--- src/hw/rtl/bgrpp_pkg.sv ---
// Shared types and constants for the BGR binarize page packer.
// No dependencies; imported by bgr_binarize_page_packer.
package bgrpp_pkg;

   // Configuration register indexes
   typedef enum logic [1:0] {
      CSR_DISPLAY_WIDTH  = 2'd0,
      CSR_DISPLAY_PAGES  = 2'd1,
      CSR_GRAY_THRESHOLD = 2'd2
   } csr_index_type;

   // Luma weights, scaled by 256
   localparam int unsigned COEF_RED   = 77;
   localparam int unsigned COEF_GREEN = 150;
   localparam int unsigned COEF_BLUE  = 29;
   localparam int unsigned GRAY_SHIFT = 8;

   localparam int unsigned PIXEL_W      = 8;
   localparam int unsigned WEIGHTED_W   = 16;
   localparam int unsigned BYTE_INDEX_W = 10;
   localparam int unsigned STORE_BITS   = 7;
   localparam int unsigned PAGES_W      = 4;
   localparam int unsigned PAGE_ROWS    = 8;

   // Reset values of the configuration registers
   localparam logic [7:0]         WIDTH_RESET     = 8'd128;
   localparam logic [PAGES_W-1:0] PAGES_RESET     = 4'd8;
   localparam logic [7:0]         THRESHOLD_RESET = 8'd128;

endpackage

--- src/hw/rtl/bgr_binarize_page_packer.sv ---
// BGR pixel binarizer and page packer, top level.
// Depends on bgrpp_pkg for register indexes, luma weights and field widths.
//
// One BGR pixel enters per transaction in raster order and the block sustains one
// transaction per clock. A pixel is held in stage 1 and its result in the result register;
// only the eighth row of each page gives a result. The per-column page bits live in a
// MAX_WIDTH-entry memory that is read as a pixel is accepted and written as it leaves
// stage 1; a write to the column that is read in the same cycle is bypassed, so even
// a one-column display runs at full rate. The input only stalls while a result is
// held back by rsp_stall. Configuration is written through the csr port, which is always
// ready, and should change only while no pixel is in flight.
module bgr_binarize_page_packer
   import bgrpp_pkg::*;
#(
   parameter int unsigned MAX_WIDTH  = 128,
   parameter int unsigned MAX_HEIGHT = 64
) (
   input  logic       clock,
   input  logic       reset,
   // Pixel input channel
   input  logic       req_valid,
   output logic       req_stall,
   input  logic [7:0] req_blue,
   input  logic [7:0] req_green,
   input  logic [7:0] req_red,
   input  logic       req_frame_start,
   // Packed byte output channel
   output logic       rsp_valid,
   input  logic       rsp_stall,
   output logic [7:0] rsp_page_byte,
   output logic [9:0] rsp_byte_index,
   output logic       rsp_last_byte,
   // Configuration write channel
   input  logic       csr_valid,
   output logic       csr_ready,
   input  logic [1:0] csr_index,
   input  logic [7:0] csr_data
);

   localparam int unsigned CW     = $clog2(MAX_WIDTH);
   localparam int unsigned WW     = $clog2(MAX_WIDTH + 1);
   localparam int unsigned RW     = $clog2(MAX_HEIGHT);
   localparam int unsigned HW     = $clog2(MAX_HEIGHT + 1);
   localparam int unsigned MAXP   = (MAX_HEIGHT / PAGE_ROWS == 0) ? 1 : MAX_HEIGHT / PAGE_ROWS;
   localparam int unsigned IDX_CW = HW + WW + BYTE_INDEX_W;

   // Configuration registers
   logic [7:0]         display_width_ff;
   logic [PAGES_W-1:0] display_pages_ff;
   logic [7:0]         gray_threshold_ff;

   // Raster counters
   logic [CW-1:0] col_ff, col_in;
   logic [RW-1:0] row_ff, row_in;

   // Stage 1: accepted pixel and its store entry
   logic                  s1_valid_ff;
   logic [7:0]            s1_blue_ff, s1_green_ff, s1_red_ff;
   logic [CW-1:0]         s1_col_ff;
   logic [RW-1:0]         s1_row_ff;
   logic                  s1_last_ff;
   logic [STORE_BITS-1:0] rd_ff;
   logic                  fwd_hit_ff;
   logic [STORE_BITS-1:0] fwd_data_ff;

   // Result register
   logic                    rsp_valid_ff;
   logic [7:0]              rsp_page_byte_ff;
   logic [BYTE_INDEX_W-1:0] rsp_byte_index_ff;
   logic                    rsp_last_byte_ff;

   // Page bit store, undefined until written
   logic [STORE_BITS-1:0] store_mem [MAX_WIDTH];

   logic [WW-1:0]         eff_width;
   logic [HW-1:0]         eff_rows;
   logic                  req_accept;
   logic [CW-1:0]         acc_col;
   logic [RW-1:0]         acc_row;
   logic                  acc_last;
   logic                  s1_emit;
   logic                  s1_adv;
   logic                  mem_we;
   logic                  fwd_hit;
   logic                  pixel_bit;
   logic [STORE_BITS-1:0] rd_cur;
   logic [STORE_BITS-1:0] wdata;
   logic [BYTE_INDEX_W-1:0] byte_index;

   // Clamp the configured geometry to the supported range
   always_comb begin
      logic [4:0] pages_c;
      if (display_width_ff == 8'd0) begin
         eff_width = WW'(1);
      end else if ({1'b0, display_width_ff} > 9'(MAX_WIDTH)) begin
         eff_width = WW'(MAX_WIDTH);
      end else begin
         eff_width = WW'(display_width_ff);
      end
      if (display_pages_ff == '0) begin
         pages_c = 5'd1;
      end else if ({1'b0, display_pages_ff} > 5'(MAXP)) begin
         pages_c = 5'(MAXP);
      end else begin
         pages_c = {1'b0, display_pages_ff};
      end
      eff_rows = HW'({pages_c, 3'b000});
   end

   // Handshakes
   assign s1_emit    = (s1_row_ff[2:0] == 3'd7);
   assign s1_adv     = s1_valid_ff && (!s1_emit || !rsp_valid_ff || !rsp_stall);
   assign mem_we     = s1_adv && !s1_emit;
   assign req_stall  = s1_valid_ff && !s1_adv;
   assign req_accept = req_valid && !req_stall;
   assign csr_ready  = 1'b1;

   // Place the incoming pixel and advance the raster counters
   always_comb begin
      logic [WW-1:0] c_a, c_n;
      logic [HW-1:0] r_a, r_n;
      c_a = req_frame_start ? '0 : WW'(col_ff);
      r_a = req_frame_start ? '0 : HW'(row_ff);
      if (c_a >= eff_width) begin
         c_a = '0;
         r_a = r_a + 1'b1;
      end
      if (r_a >= eff_rows) begin
         r_a = '0;
      end
      acc_col  = CW'(c_a);
      acc_row  = RW'(r_a);
      acc_last = (r_a == eff_rows - 1'b1) && (c_a == eff_width - 1'b1);
      c_n = c_a + 1'b1;
      r_n = r_a;
      if (c_n >= eff_width) begin
         c_n = '0;
         r_n = r_a + 1'b1;
         if (r_n >= eff_rows) begin
            r_n = '0;
         end
      end
      col_in = req_accept ? CW'(c_n) : col_ff;
      row_in = req_accept ? RW'(r_n) : row_ff;
   end

   // Bypass the store write when the accepted pixel reads the same column
   assign fwd_hit = mem_we && (s1_col_ff == acc_col);

   // Binarize and merge into the column's page bits
   always_comb begin
      logic [WEIGHTED_W-1:0] weighted;
      logic [7:0]            gray;
      logic [STORE_BITS-1:0] mask;
      weighted = WEIGHTED_W'(COEF_RED) * WEIGHTED_W'(s1_red_ff)
               + WEIGHTED_W'(COEF_GREEN) * WEIGHTED_W'(s1_green_ff)
               + WEIGHTED_W'(COEF_BLUE) * WEIGHTED_W'(s1_blue_ff);
      gray      = 8'(weighted >> GRAY_SHIFT);
      pixel_bit = (gray >= gray_threshold_ff);
      rd_cur    = fwd_hit_ff ? fwd_data_ff : rd_ff;
      mask      = STORE_BITS'(1) << s1_row_ff[2:0];
      if (s1_row_ff[2:0] == 3'd0) begin
         wdata = STORE_BITS'(pixel_bit);
      end else if (pixel_bit) begin
         wdata = rd_cur | mask;
      end else begin
         wdata = rd_cur & ~mask;
      end
   end

   // Buffer index: page times width plus column
   always_comb begin
      logic [IDX_CW-1:0] idx_full;
      idx_full   = IDX_CW'(HW'(s1_row_ff) >> 3) * IDX_CW'(eff_width) + IDX_CW'(s1_col_ff);
      byte_index = BYTE_INDEX_W'(idx_full);
   end

   // Configuration writes
   always_ff @(posedge clock) begin
      if (reset) begin
         display_width_ff  <= WIDTH_RESET;
         display_pages_ff  <= PAGES_RESET;
         gray_threshold_ff <= THRESHOLD_RESET;
      end else if (csr_valid && csr_ready) begin
         unique case (csr_index)
            CSR_DISPLAY_WIDTH:  display_width_ff  <= csr_data;
            CSR_DISPLAY_PAGES:  display_pages_ff  <= csr_data[PAGES_W-1:0];
            CSR_GRAY_THRESHOLD: gray_threshold_ff <= csr_data;
            default: ;
         endcase
      end
   end

   // Control state: counters and valid flags
   always_ff @(posedge clock) begin
      if (reset) begin
         col_ff       <= '0;
         row_ff       <= '0;
         s1_valid_ff  <= 1'b0;
         rsp_valid_ff <= 1'b0;
      end else begin
         col_ff <= col_in;
         row_ff <= row_in;
         if (req_accept) begin
            s1_valid_ff <= 1'b1;
         end else if (s1_adv) begin
            s1_valid_ff <= 1'b0;
         end
         if (s1_adv && s1_emit) begin
            rsp_valid_ff <= 1'b1;
         end else if (!rsp_stall) begin
            rsp_valid_ff <= 1'b0;
         end
      end
   end

   // Capture the accepted transaction and read its store entry
   always_ff @(posedge clock) begin
      if (req_accept) begin
         s1_blue_ff  <= req_blue;
         s1_green_ff <= req_green;
         s1_red_ff   <= req_red;
         s1_col_ff   <= acc_col;
         s1_row_ff   <= acc_row;
         s1_last_ff  <= acc_last;
         rd_ff       <= store_mem[acc_col];
         fwd_hit_ff  <= fwd_hit;
         fwd_data_ff <= wdata;
      end
   end

   // Write back the merged page bits
   always_ff @(posedge clock) begin
      if (mem_we) begin
         store_mem[s1_col_ff] <= wdata;
      end
   end

   // Load the result register
   always_ff @(posedge clock) begin
      if (s1_adv && s1_emit) begin
         rsp_page_byte_ff  <= {pixel_bit, rd_cur};
         rsp_byte_index_ff <= byte_index;
         rsp_last_byte_ff  <= s1_last_ff;
      end
   end

   assign rsp_valid      = rsp_valid_ff;
   assign rsp_page_byte  = rsp_page_byte_ff;
   assign rsp_byte_index = rsp_byte_index_ff;
   assign rsp_last_byte  = rsp_last_byte_ff;

   // A frame start always lands on the top-left pixel
   a_frame_origin: assert property (@(posedge clock) disable iff (reset)
      (req_accept && req_frame_start) |=> (s1_col_ff == '0 && s1_row_ff == '0))
      else $error("frame start did not map to column 0, row 0");

   // An emitting pixel that leaves stage 1 produces a result next cycle
   a_emit_result: assert property (@(posedge clock) disable iff (reset)
      (s1_adv && s1_emit) |=> rsp_valid_ff)
      else $error("last-row pixel advanced without a result");

   // The input only stalls when stage 1 is occupied
   a_stall_cause: assert property (@(posedge clock) disable iff (reset)
      !s1_valid_ff |-> !req_stall)
      else $error("input stalled with an empty stage");

   // The bypass is taken only behind a store write
   a_bypass_write: assert property (@(posedge clock) disable iff (reset)
      ($past(req_accept) && fwd_hit_ff) |-> $past(mem_we))
      else $error("bypass taken without a store write");

endmodule
--- config.mk ---
export PLATFORM = sky130hd
export DESIGN_NAME = bgr_binarize_page_packer
export DESIGN_NICKNAME = d
export VERILOG_FILES = /design/src/hw/rtl/bgrpp_pkg.sv /design/src/hw/rtl/bgr_binarize_page_packer.sv
export SDC_FILE = /design/constraint.sdc
export NUM_CORES = 2
export LEC_CHECK = 0
export ABC_AREA = 1
export BUFFER_PORTS_ARGS = -buffer_cell sky130_fd_sc_hd__buf_2
export CAP_MARGIN = 20
export CORE_AREA = 2 2 334 336
export DETAILED_ROUTE_END_ITERATION = 10
export DIE_AREA = 0 0 336 338
export HOLD_SLACK_MARGIN = 0.15
export PLACE_DENSITY = 0.66
export SLEW_MARGIN = 20
export SYNTH_ARGS = -nofsm -noshare
export SYNTH_HDL_FRONTEND = slang
export SYNTH_SLANG_ARGS = --single-unit
--- constraint.sdc ---
create_clock -name clock -period 11.63 [get_ports clock]
set_input_delay 0.5815 -clock clock [delete_from_list [all_inputs] [get_ports clock]]
set_output_delay 0.5815 -clock clock [all_outputs]
set_load 0.05 [all_outputs]
==> flow_summary.toml <==
[worst_hold_path]
whs_endpoint = "display_pages_ff[2]"
hp-class = "in2reg"
worstHoldPathCells = 3
hp-start = "csr_data[2]"

[logic_synthesis]
yosysWarnings = 0
synth_edf_count = 968
netlist_area_mm2 = 0.0492
synthFlopType = "edfxtp_1"
syn_area_per_cell_um2 = 10.1
netlist_instances = 4888
synthArstFlopShare_pct = 0
synth.distinct_cells = 45
synth-seq-cells = 1003
yosysSeqAreaShare_pct = 60.5
syn_nets = 5129

[worst_setup_path]
r2r_cells = 30
reg2reg_slack_ps = 2600
crit_type = "reg2reg"
r2r-end = "store_mem[21][1]"
arrival_ps = 9520
r2r_start = "s1_green_ff[5]"
critPathMaxStageDelay_ps = 660
start_kind = "flip-flop"
critPathSlowestCell = "inv_6"
cp-end-kind = "flip-flop"
required_ps = 12120
crit_top_cell = "ha_1"
worstPathMaxFanout = 100

[timing]
fin_crit_ps = 9030
hold_violations = 0
max_freq_mhz = 111
max_slew_margin_pct = 30.9
tns_ps = 0
worst_slack_ps = 2600
worst_pin_slew_ps = 1040
finClkSkew_ps = 45.8
fin_crit_sh_pct = 77.7
finalSetupViolCount = 0
rsz0062_at_grt = "false"
finalMaxSlewViolations = 0

[die]
start_util_pct = 44.7
die_area_mm2 = 0.114
die_w_um = 336
pin_count = 62
die_h_um = 338
coreArea_mm2 = 0.110
core.rowCount = 122

[clocking]
clkSinkCount = 1003
numCtsBuffers = 107
root_buffer = "clkbuf_16"
cts_tree = "built"
clock_path_buffers = 3
insertion_delay_ps = 710
h-tree-depth = 3
clk_pin_slew_worst_paths_ps = 60
ctsResizeCount = 0

[finish]
final-seq-area_mm2 = 0.0298
drive_above_1_share_pct = 6.55
layout_common_cells = "1074 x nand2_1, 968 x edfxtp_1, 854 x inv_1, 754 x nand3_1, 258 x nand4_1"
n_fill_cell = 9699
mostFrequentLayoutCell = "nand2_1"
area_growth_pct = 10.7
nNetsFinal = 5116
diodes = 0
multiInputGateArea_mm2 = 0.0150

[power]
power_per_cell_area_mw_per_mm2 = 195
leakage_nw = 22.8
peakVddDrop_mv = 0.387

[global_routing]
track_usage_pct = 22.7
antenna_found_initial = 0
grt_pass1_vias = 33300
grt_start_max_net_pins = 194
grt_pass1_wl_um = 198000
overflow = 0

[detailed_routing]
vias = 34700
viasPerCell = 5.38
ant_nets = 0
wl_per_cell_um = 20.0
drc = 0
firstDrtPassIters = 7
wl_um = 129000
drt-initial-drc-count = 3711

[status]
status = "completed"

[placed_design]
io_buffers = 60
hpwl_um = 72900
dp_slack_ps = 2380
routabilityCongestion = 0.867

[job]
maxCapViolations = 0
## timing repair
| action | CTS | global route |
|---|---|---|
| endpoints found under the setup margin | 0 | 0 |
| endpoints found under the hold margin | 30 | 0 |
| hold buffers | 29 | 0 |
| buffers inserted | 0 | 0 |
## kinds of logic (layout without fill, tap and decap cells)
group	Yosys count	in the layout	share of synthesized area, %
other	1	1	0.00763
AND/OR/NAND/NOR	2328	2328	21.3
AO/OA/AOI/OAI	165	165	1.89
buffers and inverters	1139	1216	9.18
adder cells (fa/ha/maj)	201	201	6.14
XOR/XNOR	51	51	0.908
flip-flops	1003	1003	60.5
## layer usage
metal	part of all wire (%)	GRT usage (%)	vias to the layer above	wire length (µm)
met2	47	37.2	1481	60900
li1	-	-	16300	-
met5	0	0	-	0
met1	41	30.8	16700	53100
met3	8.5	3.98	262	11000
met4	3.2	7.50	0	4180
## power by group
| group | switching [W] | internal [W] |
|---|---|---|
| combinational | 0.00182 | 0.000814 |
| clock | 0.00146 | 0.00193 |
| sequential | 0.0000225 | 0.00457 |
| total | 0.00329 | 0.00731 |
## through the flow
step | cell area [µm²] | instances | power, W | hold WS, ps | util, %
after floorplan | 49200 | 4888 | 0.00652 | 400 | -
after global placement | 50600 | 6224 | 0.00721 | 403 | 46.0
after global routing | 54400 | 6453 | 0.0112 | 179 | 49.5
after CTS | 54400 | 6453 | 0.0106 | 158 | 49.5
final | 54400 | 6453 | 0.0106 | 191 | 49.5
after detailed placement | 50600 | 6225 | 0.00727 | 407 | 46.0
## worst max-delay path, delay by kind of cell, from the launching register on
family,cells,cell delay [ps]
flops,1,490
simple gates,2,200
buf+inv,6,1260
compound gates,9,2140
fa+ha+maj,11,4270
xor+xnor,2,370
## how the worst max path moves through the flow
stage	from	to
floorplan	s1_green_ff[5]	fwd_data_ff[0]
global placement	s1_green_ff[5]	store_mem[127][3]
detailed placement	s1_green_ff[5]	store_mem[127][3]
CTS	s1_green_ff[5]	store_mem[98][3]
global route	s1_green_ff[5]	store_mem[71][3]
finish	s1_green_ff[5]	store_mem[21][1]
## sequential cells by signal, indices dropped and copies added, names as in the netlist, 8 cells and up
signal	cells
store_mem	896
rsp_byte_index	10
display_width_ff	8
gray_threshold_ff	8
rsp_page_byte	8
s1_blue_ff	8
s1_green_ff	8
s1_red_ff	8
## synth_stat cells, types with 2 or more instances
cell type | count | area (µm²)
nand2_1 | 1075 | 4040
edfxtp_1 | 968 | 29100
inv_1 | 859 | 3220
nand3_1 | 754 | 3770
nand4_1 | 258 | 1610
nor2_1 | 199 | 747
buf_2 | 137 | 686
ha_1 | 134 | 1680
clkbuf_1 | 91 | 342
a21oi_1 | 68 | 340
fa_1 | 67 | 1340
o21ai_0 | 55 | 275
xor2_1 | 43 | 377
dfxtp_1 | 35 | 701
buf_1 | 20 | 75.1
o211ai_1 | 18 | 135
inv_2 | 14 | 52.6
or2_2 | 13 | 81.3
buf_4 | 10 | 75.1
nor3_1 | 9 | 45.0
xnor2_1 | 8 | 70.1
nand2_2 | 4 | 25.0
nand2_4 | 4 | 45.0
nor2_2 | 4 | 25.0
nor2_4 | 4 | 45.0
o21bai_1 | 4 | 30.0
o22ai_1 | 4 | 25.0
a31oi_1 | 3 | 18.8
buf_6 | 3 | 33.8
clkinv_1 | 3 | 11.3
o21ai_2 | 3 | 26.3
a21o_1 | 2 | 15.0
nand3_4 | 2 | 35.0
o2111ai_1 | 2 | 17.5
## layout make-up
type | instances | area share (%)
multi-input cells | 2746 | 27.5
clock buffers | 134 | 5.25
well taps | 1488 | 3.42
inverters | 878 | 6.12
flip-flops and latches | 1003 | 54.7
repair buffers | 139 | 1.86
clock inverters | 65 | 1.16
Note: power is estimated with default switching activity, not from simulation.
